$ cat src/hdl/vitk7_ram.sv
`timescale 1ns / 1ps

module vitk7_ram #(
    parameter int WIDTH = 8,
    parameter int DEPTH = 16
) (
    input  logic                     i_clk,
    input  logic                     i_we,
    input  logic [$clog2(DEPTH)-1:0] i_waddr,
    input  logic [WIDTH-1:0]         i_wdata,
    input  logic                     i_re,
    input  logic [$clog2(DEPTH)-1:0] i_raddr,
    output logic [WIDTH-1:0]         o_rdata
);

    logic [WIDTH-1:0] r_mem [DEPTH];
    logic [WIDTH-1:0] r_rdata;

    always_ff @(posedge i_clk) begin
        if (i_we) begin
            r_mem[i_waddr] <= i_wdata;
        end
        if (i_re) begin
            r_rdata <= r_mem[i_raddr];
        end
    end

    assign o_rdata = r_rdata;

endmodule

$ cat config.mk
export PLATFORM = sky130hd
export DESIGN_NAME = vitk7_ram
export DESIGN_NICKNAME = d
export VERILOG_FILES = /design/src/hdl/vitk7_ram.sv
export SDC_FILE = /design/constraint.sdc
export NUM_CORES = 1
export LEC_CHECK = 0
export BUFFER_PORTS_ARGS = -buffer_cell sky130_fd_sc_hd__buf_2
export CORE_MARGIN = 2
export CORE_UTILIZATION = 33
export CTS_CLUSTER_DIAMETER = 30
export DETAILED_ROUTE_END_ITERATION = 16
export HOLD_SLACK_MARGIN = 0.03
export PLACE_DENSITY = 0.53
export SKIP_LAST_GASP = 1
export SYNTH_ARGS = -nofsm -noshare
export SYNTH_HDL_FRONTEND = slang
export SYNTH_SLANG_ARGS = --single-unit
$ cat constraint.sdc
create_clock -name i_clk -period 4.5 [get_ports i_clk]
set_clock_uncertainty 0.15 [all_clocks]
set_input_delay 0.9 -clock i_clk [delete_from_list [all_inputs] [get_ports i_clk]]
set_output_delay 0.9 -clock i_clk [all_outputs]
set_load 0.03 [all_outputs]
### Word level (Yosys, flattened, before mapping)

Memory sizes are Yosys's and may differ from the RTL's. A register that Yosys moved wholly into a read port is not among the register bits.
Index checks and enable logic that the tools add are counted.

| word-level totals | value |
|---|---|
| logic and storage cells | 3 |
| register bits after elaboration | 0 |
| input port bits | 19 |
| RAM bits | 128 |
| memories kept | 1 |
| output and inout bits | 8 |

| cells by class | value |
|---|---|
| mux-type cells | 2 |

Memory list:

| memory | words | bits a word | rd ports | clocked after Yosys merged registers in | write ports | line | text |
|---|---|---|---|---|---|---|---|
| r_mem | 16 | 8 | 1 | 1 | 1 | 16 | `logic [WIDTH-1:0] r_mem [DEPTH];` |

Operator list:

| cell | count |
|---|---|
| $mux 1 | 2 |

### Longest topological paths before layout

| depth | value |
|---|---|
| depth in word-level cells | 2 |
| depth in mapped cells | 5 |
| gate-level depth less buffers | 3 |

### Least setup slack after synthesis

No wires, ideal clock.

| timing | value |
|---|---|
| path kind | input port to flip-flop |
| start | input port i_waddr[2] |
| end | memory r_mem[0][0] (enable) |
| stages on the path | 2 |
| arrival time | 2.010 ns |
| path slack | 1.957 ns |
| setup time | 0.383 ns |
| buffers on the path | 0 |
| required time | 3.967 ns |
| cells stage by stage | or3b_2 -> nor3_1 |

RTL lines:

| item | line | text |
|---|---|---|
| from (decl) | 9 | `input logic [$clog2(DEPTH)-1:0] i_waddr,` |
| to (decl) | 16 |  |

No word-level cell before the write port.

==> results.py <==
metrics = {
    "placement": {
        "place_hpwl_mm": 6.36,
        "dp.cells": 466,
        "placement.io_buffers": 26,
        "placed_cell_area_um2": 5580,
        "routabilityCongestion": 0.712,
    },
    "detailed_routing": {
        "drt-initial-drc-count": 313,
        "vias": 2352,
        "routed_wl_mm": 10.3,
        "viasPerCell": 4.72,
        "drc": 0,
        "drt_first_pass_iters": 4,
        "wl_per_cell_um": 20.7,
        "ant_nets": 0,
    },
    "synthesis": {
        "syn_nets": 248,
        "yosysSeqAreaShare": 0.781,
        "ys_top_cells_by_area": "edfxtp_1, mux4_2, mux4_1, a22oi_1, nor2_1",
        "syn_avg_cell_area_um2": 22.8,
        "synth-seq-cells": 136,
        "yosysTopAreaCell": "edfxtp_1",
        "syn_area_um2": 5230,
        "synth_top_area_share": 0.781,
        "ys_warn_count": 0,
        "synth_cell_types": 18,
        "synthCells": 229,
    },
    "cells_and_area": {
        "seq_area_um2": 4080,
        "drive_gt1_frac": 0.280,
        "fillers": 1421,
        "fin_nets": 288,
        "finalInstanceArea_um2": 6210,
        "multi_input_area_um2": 1060,
        "final_cells": 498,
        "area_growth_pct": 18.8,
        "antenna_cells": 0,
    },
    "floorplanning": {
        "start_util": 0.334,
        "die_h_um": 130,
        "dieArea_um2": 16900,
        "dieWidth_um": 130,
        "fp.coreArea_um2": 15700,
        "num_io_pins": 27,
        "rows": 46,
    },
    "clock_tree": {
        "h-tree-depth": 4,
        "worstSkewPairLatency_ns": 0.42,
        "cts_max_path_buffers": 2,
        "clk_pin_slew_ns": 0.06,
        "cts_root_buf": "clkbuf_16",
        "cts_inserted_buffers": 17,
        "post_cts_resized": 0,
        "cts_sinks": 136,
        "post-cts-setup-buffers": 0,
        "cts_tree": "done",
        "hold_buffers": 0,
    },
    "power_and_ir_drop": {
        "power.density_nw_per_um2": 489,
        "p_leak_nw": 2.04,
        "ir_worst_vdd_v": 0.000253,
        "fin_total_pwr_mw": 3.04,
    },
    "sta": {
        "slew_viol_final": 0,
        "setup_tns_ns": 0,
        "final-setup-viol-count": 0,
        "fin_crit_ns": 2.71,
        "tightest_slew_ns": 1.01,
        "rsz0062_at_grt": "no",
        "finalHoldViolations": 0,
        "fmax_mhz": 369,
        "max_slew_margin": 0.323,
        "min_period_over_period": 0.602,
    },
    "worst_setup_path": {
        "worstPathRequired_ns": 4.51,
        "rr_startpoint": "r_mem[9][4]",
        "cp_slowest_stage_delay_ns": 0.60,
        "cp-start-kind": "primary input",
        "ff2ff_setup_slack_ns": 2.81,
        "reg2reg_depth": 3,
        "crit_start": "i_raddr[0]",
        "r2r-end": "o_rdata[4]",
        "critPathKind": "in -> reg",
        "cp_slowest_cell": "mux4_1",
        "crit_chain": "buf_2, buf_4, mux4_1, a22oi_1, nand2_1",
        "crit_fanout": 21,
        "cp.arrival_ns": 2.71,
        "worstSetupEndpointType": "flip-flop",
    },
    "global_routing": {
        "grt_pass1_wl_mm": 15.4,
        "grt_max_degree": 33,
        "grt_pass1_vias": 2428,
        "grt-ovfl-total": 0,
        "antenna_found_initial": 0,
        "grt_use_total": 0.134,
    },
    "min_path": {
        "min_from": "r_mem[15][1]",
        "hold_end": "o_rdata[1]",
        "hold_path_depth": 3,
        "holdCritPathClass": "reg -> reg",
    },
    "run_status": {
        "status": "completed",
    },
    "job": {
        "cap_violations": 0,
    },
}
[worst max-delay path: cells and delay by family]
kind / cells / cell delay (ns)
AOI/OAI and AO/OA: 1 / 0.26
buffers and inverters: 2 / 0.79
muxes: 1 / 0.60
and+or+nand+nor: 1 / 0.12
[report_power, final]
group	internal, mW	switching (mW)	total (mW)
Combinational	0.0504	0.0858	0.136
Sequential	1.43	0.00718	1.44
Clock	0.972	0.497	1.47
Total	2.45	0.590	3.04
[flip-flops by register name, summed over array words and instances (netlist names)]
| register | count |
|---|---|
| o_rdata | 8 |
| r_mem | 128 |
[cell families (layout without fill, tap and decap cells)]
logic type	after synthesis	after routing	synth area share
flops	136	136	0.781
buf+inv	10	63	0.0165
simple gates	35	35	0.0314
mux	32	32	0.148
compound gates	16	16	0.0230
[synthesized netlist by cell type, drive strengths merged]
library cell and n:
nor3 4, or3b 1, mux4 32, edfxtp 136
and2b 1, nor2b 1, clkdlybuf4s25 3, nand3b 2
nand2b 2, nor2 13, a22oi 16, nand3 1
and2 1, buf 7, nand2 9
[worst max path at each step]
stage	endpoint	slack (ns)	cells after the start
global route	o_rdata[2]	1.64	5
global placement	o_rdata[1]	1.30	5
floorplan	r_mem[0][0]	1.96	2
detailed placement	o_rdata[2]	1.29	5
finish	o_rdata[5]	1.79	5
CTS	o_rdata[2]	1.73	5
[final cells by class]
class                           instances  share of cell area
Clock buffer                           17              0.0685
Timing Repair Buffer                   31              0.0270
Multi-Input combinational cell         83               0.170
Clock inverter                         15              0.0334
Tap cell                              216              0.0435
Sequential cell                       136               0.657
[per-layer routing]
layer  part of all wire  vias up  track usage
met1               0.47     1213        0.185
met5                  0        -            0
met3              0.050       11       0.0365
li1                   -     1062            -
met2               0.47       66        0.197
met4              0.014        0       0.0651
[through the flow]
stage | utilization | hold slack [ns] | setup WS [ns]
6_report | 0.397 | 0.599 | 1.79
2_1_floorplan | - | 0.555 | 1.96
5_1_grt | 0.397 | 0.626 | 1.64
3_5_place_dp | 0.356 | 0.592 | 1.29
4_1_cts | 0.397 | 0.605 | 1.73
3_3_place_gp | 0.356 | 0.583 | 1.30
[placed cells by master (no fill, tap or decap), types with 2 or more instances in the layout]
master	Yosys	final
clkbuf_16	0	17
mux4_1	14	14
nand2_1	9	9
clkinv_2	0	3
clkinvlp_4	0	3
clkinv_1	0	3
nor3_1	4	4
nand3b_1	2	2
edfxtp_1	136	136
mux4_2	18	18
nor2_1	13	13
buf_4	1	5
bufinv_16	0	5
nand2b_1	2	2
buf_2	3	26
a22oi_1	16	16
Power figures use the tool's default switching activity.
